## src/hw/rtl/cdad_pkg.sv

```systemverilog
`timescale 1ns / 1ps
// ----------------------------------------------------------------------------
// cdad_pkg: shared types and calendar helpers
// Widths, status codes, controller states, command/status bundles and the
// month-length and cumulative-day tables used by the date adder.
// ----------------------------------------------------------------------------
package cdad_pkg;

  localparam int OFFSET_BITS = 13;
  localparam int DAY_W       = 5;
  localparam int MONTH_W     = 4;
  localparam int YEAR_IN_W   = 14;
  localparam int DOY_W       = 9;

  localparam int YEAR_MAX    = 9999;
  localparam int LEAP_CYCLE  = 400;
  // Years the walk can move away from the start, rounded up.
  localparam int YEAR_SPAN   = (1 << (OFFSET_BITS - 1)) / 365 + 2;
  // Signed working year, wide enough for the walk on either side.
  localparam int YEAR_W      = $clog2(YEAR_MAX + YEAR_SPAN + 1) + 1;
  // Signed working day count: day of month plus the offset.
  localparam int DVAL_W      = OFFSET_BITS + 2;
  localparam int YMOD_W      = $clog2(LEAP_CYCLE);

  // Year mod 400 by restoring subtraction of 400 << k, k from MOD_STEPS-1 down.
  localparam int MOD_STEPS   = 6;
  localparam int STEP_W      = $clog2(MOD_STEPS);

  localparam logic [MONTH_W-1:0] MONTH_JAN = MONTH_W'(1);
  localparam logic [MONTH_W-1:0] MONTH_FEB = MONTH_W'(2);
  localparam logic [MONTH_W-1:0] MONTH_DEC = MONTH_W'(12);

  typedef enum logic [1:0] {
    ST_OK      = 2'd0,
    ST_INVALID = 2'd1,
    ST_RANGE   = 2'd2
  } status_t;

  typedef enum logic [2:0] {
    S_IDLE,
    S_MOD,
    S_CHECK,
    S_WALK,
    S_FINISH
  } state_t;

  typedef struct packed {
    logic load;
    logic mod_step;
    logic check;
    logic walk;
    logic emit;
  } cmd_t;

  typedef struct packed {
    logic mod_last;
    logic date_bad;
    logic walk_done;
    logic out_free;
  } sts_t;

  // Leap test on the year reduced mod 400.
  function automatic logic is_leap_mod(input logic [YMOD_W-1:0] r);
    return (r[1:0] == 2'd0) && (r != YMOD_W'(100)) && (r != YMOD_W'(200)) &&
           (r != YMOD_W'(300));
  endfunction

  function automatic logic [DAY_W-1:0] month_len(input logic [MONTH_W-1:0] m,
                                                 input logic leap);
    logic [DAY_W-1:0] len;
    unique case (m)
      4'd2:                                len = leap ? DAY_W'(29) : DAY_W'(28);
      4'd4, 4'd6, 4'd9, 4'd11:             len = DAY_W'(30);
      4'd1, 4'd3, 4'd5, 4'd7, 4'd8, 4'd10,
      4'd12:                               len = DAY_W'(31);
      default:                             len = '0;
    endcase
    return len;
  endfunction

  // Days before the first of month m in a common year.
  function automatic logic [DOY_W-1:0] cum_days(input logic [MONTH_W-1:0] m);
    logic [DOY_W-1:0] c;
    unique case (m)
      4'd1:    c = DOY_W'(0);
      4'd2:    c = DOY_W'(31);
      4'd3:    c = DOY_W'(59);
      4'd4:    c = DOY_W'(90);
      4'd5:    c = DOY_W'(120);
      4'd6:    c = DOY_W'(151);
      4'd7:    c = DOY_W'(181);
      4'd8:    c = DOY_W'(212);
      4'd9:    c = DOY_W'(243);
      4'd10:   c = DOY_W'(273);
      4'd11:   c = DOY_W'(304);
      4'd12:   c = DOY_W'(334);
      default: c = '0;
    endcase
    return c;
  endfunction

endpackage

```

## src/hw/rtl/cdad_in_if.sv

```systemverilog
`timescale 1ns / 1ps
// ----------------------------------------------------------------------------
// cdad_in_if: input channel
// Starting date and signed day offset with a valid/ready handshake.
// ----------------------------------------------------------------------------
interface cdad_in_if;
  logic                                     valid;
  logic                                     ready;
  logic [cdad_pkg::DAY_W-1:0]               day;
  logic [cdad_pkg::MONTH_W-1:0]             month;
  logic [cdad_pkg::YEAR_IN_W-1:0]           year;
  logic signed [cdad_pkg::OFFSET_BITS-1:0]  offset_days;

  modport source (output valid, day, month, year, offset_days, input ready);
  modport sink   (input valid, day, month, year, offset_days, output ready);
endinterface

```

## src/hw/rtl/cdad_out_if.sv

```systemverilog
`timescale 1ns / 1ps
// ----------------------------------------------------------------------------
// cdad_out_if: result channel
// Result date, day of year, leap flag and status with a valid/ready handshake.
// ----------------------------------------------------------------------------
interface cdad_out_if;
  logic                             valid;
  logic                             ready;
  logic [cdad_pkg::DAY_W-1:0]       new_day;
  logic [cdad_pkg::MONTH_W-1:0]     new_month;
  logic [cdad_pkg::YEAR_IN_W-1:0]   new_year;
  logic [cdad_pkg::DOY_W-1:0]       day_of_year;
  logic                             leap_year;
  cdad_pkg::status_t                status;

  modport source (output valid, new_day, new_month, new_year, day_of_year,
                  leap_year, status, input ready);
  modport sink   (input valid, new_day, new_month, new_year, day_of_year,
                  leap_year, status, output ready);
endinterface

```

## src/hw/rtl/cdad_ctrl.sv

```systemverilog
`timescale 1ns / 1ps
// ----------------------------------------------------------------------------
// cdad_ctrl: sequencing state machine
// Steps one item through year reduction, date check, month walk (valid dates only) and output.
// ----------------------------------------------------------------------------
module cdad_ctrl (
  input  logic           clk,
  input  logic           rst_n,
  input  logic           in_valid,
  output logic           in_ready,
  input  cdad_pkg::sts_t sts,
  output cdad_pkg::cmd_t cmd
);

  cdad_pkg::state_t state_r;
  cdad_pkg::state_t state_nxt;

  always_ff @(posedge clk) begin
    if (!rst_n) begin
      state_r <= cdad_pkg::S_IDLE;
    end else begin
      state_r <= state_nxt;
    end
  end

  always_comb begin
    state_nxt = state_r;
    unique case (state_r)
      cdad_pkg::S_IDLE: begin
        if (in_valid) state_nxt = cdad_pkg::S_MOD;
      end
      cdad_pkg::S_MOD: begin
        if (sts.mod_last) state_nxt = cdad_pkg::S_CHECK;
      end
      cdad_pkg::S_CHECK: begin
        state_nxt = sts.date_bad ? cdad_pkg::S_FINISH : cdad_pkg::S_WALK;
      end
      cdad_pkg::S_WALK: begin
        if (sts.walk_done) state_nxt = cdad_pkg::S_FINISH;
      end
      cdad_pkg::S_FINISH: begin
        if (sts.out_free) state_nxt = cdad_pkg::S_IDLE;
      end
      default: state_nxt = cdad_pkg::S_IDLE;
    endcase
  end

  always_comb begin
    cmd      = '0;
    in_ready = 1'b0;
    unique case (state_r)
      cdad_pkg::S_IDLE: begin
        in_ready = 1'b1;
        cmd.load = in_valid;
      end
      cdad_pkg::S_MOD:    cmd.mod_step = 1'b1;
      cdad_pkg::S_CHECK:  cmd.check    = 1'b1;
      cdad_pkg::S_WALK:   cmd.walk     = 1'b1;
      cdad_pkg::S_FINISH: cmd.emit     = sts.out_free;
      default: ;
    endcase
  end

  // The walk only ever ends by moving on to the output stage.
  a_walk_exit: assert property (@(posedge clk) disable iff (!rst_n)
    (state_r == cdad_pkg::S_WALK) |=>
      (state_r == cdad_pkg::S_WALK) || (state_r == cdad_pkg::S_FINISH))
    else $error("walk left to an unexpected state");

endmodule

```

## src/hw/rtl/cdad_dp.sv

```systemverilog
`timescale 1ns / 1ps
// ----------------------------------------------------------------------------
// cdad_dp: date datapath
// Year mod 400 reduction, input date check, month-by-month walk, day-of-year
// sum and the output register.
// ----------------------------------------------------------------------------
module cdad_dp (
  input  logic                                    clk,
  input  logic                                    rst_n,
  input  cdad_pkg::cmd_t                          cmd,
  output cdad_pkg::sts_t                          sts,
  input  logic [cdad_pkg::DAY_W-1:0]              in_day,
  input  logic [cdad_pkg::MONTH_W-1:0]            in_month,
  input  logic [cdad_pkg::YEAR_IN_W-1:0]          in_year,
  input  logic signed [cdad_pkg::OFFSET_BITS-1:0] in_offset,
  output logic                                    out_valid,
  input  logic                                    out_ready,
  output logic [cdad_pkg::DAY_W-1:0]              out_day,
  output logic [cdad_pkg::MONTH_W-1:0]            out_month,
  output logic [cdad_pkg::YEAR_IN_W-1:0]          out_year,
  output logic [cdad_pkg::DOY_W-1:0]              out_doy,
  output logic                                    out_leap,
  output cdad_pkg::status_t                       out_status
);

  localparam int DW = cdad_pkg::DVAL_W;
  localparam int YW = cdad_pkg::YEAR_W;
  localparam int MW = cdad_pkg::YMOD_W;
  localparam int RW = cdad_pkg::YEAR_IN_W;

  logic signed [DW-1:0]                   d_r, d_nxt;
  logic [cdad_pkg::MONTH_W-1:0]           m_r, m_nxt;
  logic signed [YW-1:0]                   y_r, y_nxt;
  logic [MW-1:0]                          ymod_r, ymod_nxt;
  logic [RW-1:0]                          yrem_r, yrem_nxt;
  logic [cdad_pkg::STEP_W-1:0]            step_r, step_nxt;
  logic signed [cdad_pkg::OFFSET_BITS-1:0] off_r, off_nxt;
  logic                                   bad_r, bad_nxt;

  logic                                   out_valid_r, out_valid_nxt;
  logic [cdad_pkg::DAY_W-1:0]             oday_r, oday_nxt;
  logic [cdad_pkg::MONTH_W-1:0]           omon_r, omon_nxt;
  logic [cdad_pkg::YEAR_IN_W-1:0]         oyear_r, oyear_nxt;
  logic [cdad_pkg::DOY_W-1:0]             odoy_r, odoy_nxt;
  logic                                   oleap_r, oleap_nxt;
  cdad_pkg::status_t                      ostat_r, ostat_nxt;

  // Reduction step
  logic [RW-1:0]                          sub_val;
  // Date check
  logic                                   chk_leap;
  logic [cdad_pkg::DAY_W-1:0]             chk_len;
  logic                                   date_bad;
  // Walk
  logic                                   cur_leap;
  logic [cdad_pkg::DAY_W-1:0]             cur_len;
  logic                                   go_fwd, go_bwd;
  logic                                   wrap_fwd, wrap_bwd;
  logic [cdad_pkg::MONTH_W-1:0]           m_prev;
  logic [MW-1:0]                          ymod_prev;
  logic [cdad_pkg::DAY_W-1:0]             prev_len;
  // Result
  logic [cdad_pkg::DOY_W-1:0]             doy_val;

  function automatic logic [cdad_pkg::MONTH_W-1:0] MONTH_ONE();
    return cdad_pkg::MONTH_W'(1);
  endfunction

  assign sub_val  = RW'(cdad_pkg::LEAP_CYCLE) << step_r;

  assign chk_leap = cdad_pkg::is_leap_mod(yrem_r[MW-1:0]);
  assign chk_len  = cdad_pkg::month_len(m_r, chk_leap);
  assign date_bad = (m_r < cdad_pkg::MONTH_JAN) || (m_r > cdad_pkg::MONTH_DEC) ||
                    (y_r > YW'(cdad_pkg::YEAR_MAX)) || (d_r < DW'(1)) ||
                    (d_r > $signed(DW'(chk_len)));

  assign cur_leap = cdad_pkg::is_leap_mod(ymod_r);
  assign cur_len  = cdad_pkg::month_len(m_r, cur_leap);
  assign go_fwd   = d_r > $signed(DW'(cur_len));
  assign go_bwd   = d_r < DW'(1);
  assign wrap_fwd = (m_r == cdad_pkg::MONTH_DEC);
  assign wrap_bwd = (m_r == cdad_pkg::MONTH_JAN);

  always_comb begin
    m_prev    = wrap_bwd ? cdad_pkg::MONTH_DEC : m_r - MONTH_ONE();
    ymod_prev = ymod_r;
    if (wrap_bwd) begin
      ymod_prev = (ymod_r == '0) ? MW'(cdad_pkg::LEAP_CYCLE - 1) : ymod_r - MW'(1);
    end
    prev_len  = cdad_pkg::month_len(m_prev, cdad_pkg::is_leap_mod(ymod_prev));
  end

  assign doy_val = cdad_pkg::cum_days(m_r) +
                   cdad_pkg::DOY_W'(cur_leap && (m_r > cdad_pkg::MONTH_FEB)) +
                   cdad_pkg::DOY_W'(d_r[cdad_pkg::DAY_W-1:0] - cdad_pkg::DAY_W'(1));

  always_comb begin
    d_nxt    = d_r;
    m_nxt    = m_r;
    y_nxt    = y_r;
    ymod_nxt = ymod_r;
    yrem_nxt = yrem_r;
    step_nxt = step_r;
    off_nxt  = off_r;
    bad_nxt  = bad_r;

    if (cmd.load) begin
      d_nxt    = $signed(DW'(in_day));
      m_nxt    = in_month;
      y_nxt    = $signed(YW'(in_year));
      yrem_nxt = in_year;
      step_nxt = cdad_pkg::STEP_W'(cdad_pkg::MOD_STEPS - 1);
      off_nxt  = in_offset;
    end

    if (cmd.mod_step) begin
      if (yrem_r >= sub_val) yrem_nxt = yrem_r - sub_val;
      step_nxt = step_r - cdad_pkg::STEP_W'(1);
    end

    if (cmd.check) begin
      ymod_nxt = yrem_r[MW-1:0];
      bad_nxt  = date_bad;
      if (!date_bad) d_nxt = d_r + DW'(off_r);
    end

    if (cmd.walk) begin
      if (go_fwd) begin
        d_nxt = d_r - $signed(DW'(cur_len));
        m_nxt = wrap_fwd ? cdad_pkg::MONTH_JAN : m_r + MONTH_ONE();
        if (wrap_fwd) begin
          y_nxt    = y_r + YW'(1);
          ymod_nxt = (ymod_r == MW'(cdad_pkg::LEAP_CYCLE - 1)) ? '0 : ymod_r + MW'(1);
        end
      end else if (go_bwd) begin
        d_nxt    = d_r + $signed(DW'(prev_len));
        m_nxt    = m_prev;
        ymod_nxt = ymod_prev;
        if (wrap_bwd) y_nxt = y_r - YW'(1);
      end
    end
  end

  always_comb begin
    out_valid_nxt = out_valid_r;
    oday_nxt      = oday_r;
    omon_nxt      = omon_r;
    oyear_nxt     = oyear_r;
    odoy_nxt      = odoy_r;
    oleap_nxt     = oleap_r;
    ostat_nxt     = ostat_r;

    if (out_valid_r && out_ready) out_valid_nxt = 1'b0;

    if (cmd.emit) begin
      out_valid_nxt = 1'b1;
      oday_nxt      = d_r[cdad_pkg::DAY_W-1:0];
      omon_nxt      = m_r;
      oleap_nxt     = cur_leap;
      if (bad_r) begin
        oyear_nxt = y_r[RW-1:0];
        odoy_nxt  = '0;
        ostat_nxt = cdad_pkg::ST_INVALID;
      end else begin
        odoy_nxt = doy_val;
        priority if (y_r < YW'(0)) begin
          oyear_nxt = '0;
          ostat_nxt = cdad_pkg::ST_RANGE;
        end else if (y_r > YW'(cdad_pkg::YEAR_MAX)) begin
          oyear_nxt = RW'(cdad_pkg::YEAR_MAX);
          ostat_nxt = cdad_pkg::ST_RANGE;
        end else begin
          oyear_nxt = y_r[RW-1:0];
          ostat_nxt = cdad_pkg::ST_OK;
        end
      end
    end
  end

  always_ff @(posedge clk) begin
    if (!rst_n) begin
      out_valid_r <= 1'b0;
    end else begin
      out_valid_r <= out_valid_nxt;
    end
  end

  always_ff @(posedge clk) begin
    d_r     <= d_nxt;
    m_r     <= m_nxt;
    y_r     <= y_nxt;
    ymod_r  <= ymod_nxt;
    yrem_r  <= yrem_nxt;
    step_r  <= step_nxt;
    off_r   <= off_nxt;
    bad_r   <= bad_nxt;
    oday_r  <= oday_nxt;
    omon_r  <= omon_nxt;
    oyear_r <= oyear_nxt;
    odoy_r  <= odoy_nxt;
    oleap_r <= oleap_nxt;
    ostat_r <= ostat_nxt;
  end

  assign sts.mod_last  = (step_r == '0);
  assign sts.date_bad  = date_bad;
  assign sts.walk_done = !go_fwd && !go_bwd;
  assign sts.out_free  = !out_valid_r || out_ready;

  assign out_valid  = out_valid_r;
  assign out_day    = oday_r;
  assign out_month  = omon_r;
  assign out_year   = oyear_r;
  assign out_doy    = odoy_r;
  assign out_leap   = oleap_r;
  assign out_status = ostat_r;

  // Year residue and month stay in range through the walk.
  a_ymod_range: assert property (@(posedge clk) disable iff (!rst_n)
    cmd.walk |-> (ymod_r < MW'(cdad_pkg::LEAP_CYCLE)))
    else $error("year residue out of range during walk");

  a_month_range: assert property (@(posedge clk) disable iff (!rst_n)
    cmd.walk |-> (m_r >= cdad_pkg::MONTH_JAN) && (m_r <= cdad_pkg::MONTH_DEC))
    else $error("month out of range during walk");

  // A walked result never has day zero or a day of year beyond 365.
  a_out_day: assert property (@(posedge clk) disable iff (!rst_n)
    (out_valid_r && (ostat_r != cdad_pkg::ST_INVALID)) |->
      (oday_r != '0) && (odoy_r <= cdad_pkg::DOY_W'(365)))
    else $error("walked result has a bad day");

endmodule

```

## src/hw/rtl/calendar_date_add_days_top.sv

```systemverilog
`timescale 1ns / 1ps
// One item is processed at a time; the month-walk loop in the datapath sets the rate.
// A result waiting in the output register does not block the next input beat.
// Synchronous active-low reset clears control only.
// ----------------------------------------------------------------------------
// calendar_date_add_days_top: Gregorian date plus signed day offset
// Controller and datapath joined by command/status bundles; valid/ready
// channels on both sides.
// ----------------------------------------------------------------------------
module calendar_date_add_days_top (
  input logic       clk,
  input logic       rst_n,
  cdad_in_if.sink   in_ch,
  cdad_out_if.source out_ch
);

  cdad_pkg::cmd_t cmd;
  cdad_pkg::sts_t sts;
  logic           ready;

  assign in_ch.ready = ready;

  cdad_ctrl u_ctrl (
    .clk      (clk),
    .rst_n    (rst_n),
    .in_valid (in_ch.valid),
    .in_ready (ready),
    .sts      (sts),
    .cmd      (cmd)
  );

  cdad_dp u_dp (
    .clk        (clk),
    .rst_n      (rst_n),
    .cmd        (cmd),
    .sts        (sts),
    .in_day     (in_ch.day),
    .in_month   (in_ch.month),
    .in_year    (in_ch.year),
    .in_offset  (in_ch.offset_days),
    .out_valid  (out_ch.valid),
    .out_ready  (out_ch.ready),
    .out_day    (out_ch.new_day),
    .out_month  (out_ch.new_month),
    .out_year   (out_ch.new_year),
    .out_doy    (out_ch.day_of_year),
    .out_leap   (out_ch.leap_year),
    .out_status (out_ch.status)
  );

endmodule

```

## src/flat_wrapper.sv

```systemverilog
// flat-port wrapper written by rule: the top's interface ports become plain ports
module calendar_date_add_days_top_flat 
  (clk, rst_n, in_ch_valid, in_ch_day, in_ch_month, in_ch_year, in_ch_offset_days, in_ch_ready, out_ch_valid, out_ch_new_day, out_ch_new_month, out_ch_new_year, out_ch_day_of_year, out_ch_leap_year, out_ch_status, out_ch_ready);
  cdad_in_if in_ch_i ();
  cdad_out_if out_ch_i ();
  input logic clk;
  input logic rst_n;
  input wire logic [$bits(in_ch_i.valid)-1:0] in_ch_valid;
  input wire logic [$bits(in_ch_i.day)-1:0] in_ch_day;
  input wire logic [$bits(in_ch_i.month)-1:0] in_ch_month;
  input wire logic [$bits(in_ch_i.year)-1:0] in_ch_year;
  input wire logic [$bits(in_ch_i.offset_days)-1:0] in_ch_offset_days;
  output wire logic [$bits(in_ch_i.ready)-1:0] in_ch_ready;
  output wire logic [$bits(out_ch_i.valid)-1:0] out_ch_valid;
  output wire logic [$bits(out_ch_i.new_day)-1:0] out_ch_new_day;
  output wire logic [$bits(out_ch_i.new_month)-1:0] out_ch_new_month;
  output wire logic [$bits(out_ch_i.new_year)-1:0] out_ch_new_year;
  output wire logic [$bits(out_ch_i.day_of_year)-1:0] out_ch_day_of_year;
  output wire logic [$bits(out_ch_i.leap_year)-1:0] out_ch_leap_year;
  output wire logic [$bits(out_ch_i.status)-1:0] out_ch_status;
  input wire logic [$bits(out_ch_i.ready)-1:0] out_ch_ready;
  assign in_ch_i.valid = in_ch_valid;
  assign in_ch_i.day = in_ch_day;
  assign in_ch_i.month = in_ch_month;
  assign in_ch_i.year = in_ch_year;
  assign in_ch_i.offset_days = in_ch_offset_days;
  assign in_ch_ready = in_ch_i.ready;
  assign out_ch_valid = out_ch_i.valid;
  assign out_ch_new_day = out_ch_i.new_day;
  assign out_ch_new_month = out_ch_i.new_month;
  assign out_ch_new_year = out_ch_i.new_year;
  assign out_ch_day_of_year = out_ch_i.day_of_year;
  assign out_ch_leap_year = out_ch_i.leap_year;
  assign out_ch_status = out_ch_i.status;
  assign out_ch_i.ready = out_ch_ready;
  calendar_date_add_days_top u_core (.clk(clk), .rst_n(rst_n), .in_ch(in_ch_i), .out_ch(out_ch_i));
endmodule
```

## config.mk

```make
export PLATFORM = sky130hd
export DESIGN_NAME = calendar_date_add_days_top_flat
export DESIGN_NICKNAME = d
export VERILOG_FILES = /design/src/hw/rtl/cdad_pkg.sv /design/src/hw/rtl/cdad_in_if.sv /design/src/hw/rtl/cdad_out_if.sv /design/src/hw/rtl/cdad_ctrl.sv /design/src/hw/rtl/cdad_dp.sv /design/src/hw/rtl/calendar_date_add_days_top.sv /design/src/flat_wrapper.sv
export SDC_FILE = /design/constraint.sdc
export NUM_CORES = 1
export LEC_CHECK = 0
export BUFFER_PORTS_ARGS = -buffer_cell sky130_fd_sc_hd__buf_4
export CAP_MARGIN = 20
export CORE_MARGIN = 3
export CORE_UTILIZATION = 25
export CTS_CLUSTER_DIAMETER = 40
export DETAILED_ROUTE_END_ITERATION = 10
export GPL_TIMING_DRIVEN = 0
export SYNTH_ARGS = -nofsm -noshare
export SYNTH_HDL_FRONTEND = slang
export SYNTH_HIERARCHICAL = 1
export SYNTH_SLANG_ARGS = --single-unit
```

## constraint.sdc

```tcl
create_clock -name clk -period 4.7 [get_ports clk]
set_clock_uncertainty 0.05 [all_clocks]
set_input_delay 0.235 -clock clk [delete_from_list [all_inputs] [get_ports clk]]
set_output_delay 0.235 -clock clk [all_outputs]
set_load 0.03 [all_outputs]
```

==> summary.md <==
| Metric | Value |
|---|---|
| Grt ovf | `0` |
| Critical path depth | `23` |
| Synth area leader | `edfxtp_1` |
| Drt first-iter violations | `770` |
| Root buf cell | `clkbuf_16` |
| Layout overhead on the synthesized area | `25.5%` |
| Routability cong. | `0.924` |
| EDFF count, synth | `55` |
| Setup WS post-layout | `-0.348 ns` |
| Chip Height | `198 microns` |
| Worst Path Required | `5.01 ns` |
| Count leader, synth | `nor2_1` |
| Layout Nets | `1337` |
| Top Usage Layer GRT | `met2` |
| Tot Pwr | `0.00576 W` |
| Setup TNS | `-0.975 ns` |
| GRT met3 Usage | `2.52%` |
| Critical Path AT | `5.36 ns` |
| Cells along the critical path | `buf_8 > inv_4 > ha_4 > or3b_4 > or4b_4 > buf_6 > or4_4 > a311o_1 > nand2_1 > o211a_1 > o31ai_4 > ha_2 > fa_2 > a21oi_2 > o21bai_2 > a21oi_2 > nor3_2 > and3_4 > buf_4 > buf_4 > o221ai_1 > a32oi_2 > o21ai_1` |
| Final setup fails | `7` |
| Clock transition at the registers of the reported paths | `0.06 ns` |
| Clock Latency Late Sink | `0.44 ns` |
| Synth cell types | `86` |
| Inserted Diodes | `0` |
| Net count after synthesis | `1209` |
| Die area | `39400 sq um` |
| Sw Ratio | `41.4%` |
| Psw | `0.00239 W` |
| Average wire per standard cell | `17.5 microns` |
| Clk sinks | `122` |
| Number of warnings issued by yosys | `6` |
| Clock share of power | `25.2%` |
| Top cell type's share of synthesized area | `17.8%` |
| Pwr dens | `496 nW/um^2` |
| Initial core utilization | `25.7%` |
| Vias in the first global route | `8586` |
| Gr usage total | `15.0%` |
| Largest net degree at the start of global routing | `37` |
| Cells after synthesis | `1097` |
| Tmin final | `5.05 ns` |
| Hold path cells | `2` |
| Asr flop ratio synth | `0%` |
| Internal power | `0.00338 W` |
| Crit. End Element | `flip-flop` |
| Slowest-stage cell, CP | `or4_4` |
| Core area | `36000 sq um` |
| Worst-case reg-to-reg path depth | `23` |
| Seq pwr share | `25.7%` |
| Failing checks | `setup timing` |
| CP Launch Type | `flip-flop` |
| Grt met1 use | `19.9%` |
| Slew headroom | `30.5%` |
| Sequential cell area fraction in the yosys report | `32.3%` |
| Unrepaired setup endpoints after global routing | `true` |
| Fin crit share | `107%` |
| CP Class | `flip-flop to flip-flop` |
| Initial antenna violation count | `0` |
| Largest delay contributor family on the critical path | `simple AND/OR/NAND/NOR gates` |
| Post-Route WL | `29700 microns` |
| Ports | `77` |
| Slew Viols, Final | `0` |
| Min-delay worst type | `input pin to flip-flop` |
| Vias | `8962` |
| Via density | `5.27` |
| Synth Cell Area | `9260 sq um` |
| Bufs on Longest Clock Path | `2` |
| Worst slew pin tran | `1.04 ns` |
| Comb pwr share | `49.1%` |
| Layout cells sized above 1 | `16.9%` |
| Site row count | `69` |
| First-pass GRT wire length | `46900 microns` |
| Met2 Usage GRT | `24.3%` |
| Avg Inst Size Synth | `8.44 sq um` |
| Most used DFF post-synth | `dfxtp_1` |
| Status | `complete, but fails checks` |
| Die W | `198 microns` |
| CTS tree | `yes` |
| Num CTS Buffers | `17` |
| Top post-synthesis cells by area | `edfxtp_1 (18%), dfxtp_1 (14%), ha_1 (9.1%)` |
| Top post-synthesis cells by count | `nor2_1 (95), nand2_1 (93), o21ai_0 (85), dfxtp_1 (67), ha_1 (67)` |
| Crit-path max FO | `4` |
| Max-cap viol count | `0` |
| Crit-path max cell delay | `0.55 ns` |
| Fmax | `198 MHz` |
| Fin. Hold Viols | `0` |
| Final Core Density | `32.3%` |
| H-tree level count | `4` |
| Synth Register Bits | `122` |
| Buf/Inv on CP | `5` |
| Post-route ant nets | `0` |
| Drc violations | `0` |
| Worst VDD drop | `0.308 mV` |
| Initial DRT Pass Iterations | `5` |
| HPWL after DPL | `22000 microns` |
| IO buf count | `76` |
| Leak | `4.53 nW` |
| DP Worst Slack | `-0.797 ns` |
| Flop2flop setup slack | `-0.35 ns` |
[cell usage in the layout (no fill, tap or decap), types with 30 or more instances in the layout]
cell and count:
dfxtp_1 65, nand3_1 33, a21oi_1 58, ha_1 65, clkbuf_1 44, xnor2_1 30, inv_1 47, mux2i_1 40
edfxtp_1 55, nor2_1 94, o21ai_0 78, nand2_1 91, buf_4 98
[final timing paths]
kind / startpoint / to
worst max register to register: u_core/u_dp/m_r[1]$_DFF_P_ / u_core/u_dp/d_r[12]$_DFF_P_
worst min register to register: u_core/u_dp/m_r[2]$_DFF_P_ / u_core/u_dp/out_month[2]$_DFFE_PP_
worst max-delay path: u_core/u_dp/m_r[1]$_DFF_P_ / u_core/u_dp/d_r[12]$_DFF_P_
worst min-delay path: in_ch_year[3] / u_core/u_dp/yrem_r[3]$_DFF_P_
[area by class of cell]
class / instances / area (sq um)
fill: 3700 / 24400
multi-input combinational: 857 / 6010
sequential: 122 / 3000
timing repair buffer: 113 / 891
tap: 461 / 577
clock buffer: 22 / 539
buffer: 64 / 289
inverter: 50 / 190
clock inverter: 10 / 120
[flip-flops by register name (all words and copies together), names as in the netlist, named ones only]
name	count
u_core/u_dp/d_r	15
u_core/u_dp/y_r	15
u_core/u_dp/out_year	14
u_core/u_dp/yrem_r	14
u_core/u_dp/off_r	13
u_core/u_dp/out_doy	9
u_core/u_dp/ymod_r	9
u_core/u_dp/out_day	5
u_core/u_dp/m_r	4
u_core/u_dp/out_month	4
u_core/u_ctrl/state_r	3
u_core/u_dp/step_r	3
u_core/u_dp/out_status	2
u_core/u_dp/bad_r	1
u_core/u_dp/out_leap	1
u_core/u_dp/out_valid	1
[timing repair]
action,4_1_cts,5_1_grt
setup buffers,19,4
endpoints found under the setup margin,50,43
pin swaps,36,20
hold endpoints to repair,14,0
gates resized for setup,45,23
hold buffers,14,0
gates cloned,0,0
[metrics by stage]
step                      instances  instance area [sq um]  hold slack (ns)
after detailed placement       1634                  10400            0.366
after global placement         1634                  10400            0.367
after floorplan                1097                   9300            0.284
final                          1699                  11600           0.0669
after CTS                      1699                  11500           0.0344
after global routing           1699                  11600           0.0459
[cell families after synthesis]
| group | Yosys count | synth area share [%] |
|---|---|---|
| simple gates | 370 | 20.2 |
| buf+inv | 118 | 5.11 |
| compound gates | 318 | 22.2 |
| flops | 122 | 32.3 |
| fa+ha+maj | 72 | 10.1 |
| mux | 44 | 4.97 |
| xor+xnor | 53 | 5.10 |
[routing by layer]
metal | up-vias | share of wire (%)
met5 | - | 0
met4 | 0 | 2.9
met3 | 55 | 5.1
met2 | 325 | 46
met1 | 4290 | 46
li1 | 4292 | -
[power by group through the flow]
stage                     sequential (W)  clock, W  combinational, W
after floorplan                  0.00142         0           0.00193
after global placement           0.00149         0           0.00250
after detailed placement         0.00149         0           0.00254
after CTS                        0.00147   0.00150           0.00274
after global routing             0.00151   0.00154           0.00312
final                            0.00148   0.00145           0.00283
Note: power is estimated with default switching activity, not from simulation.
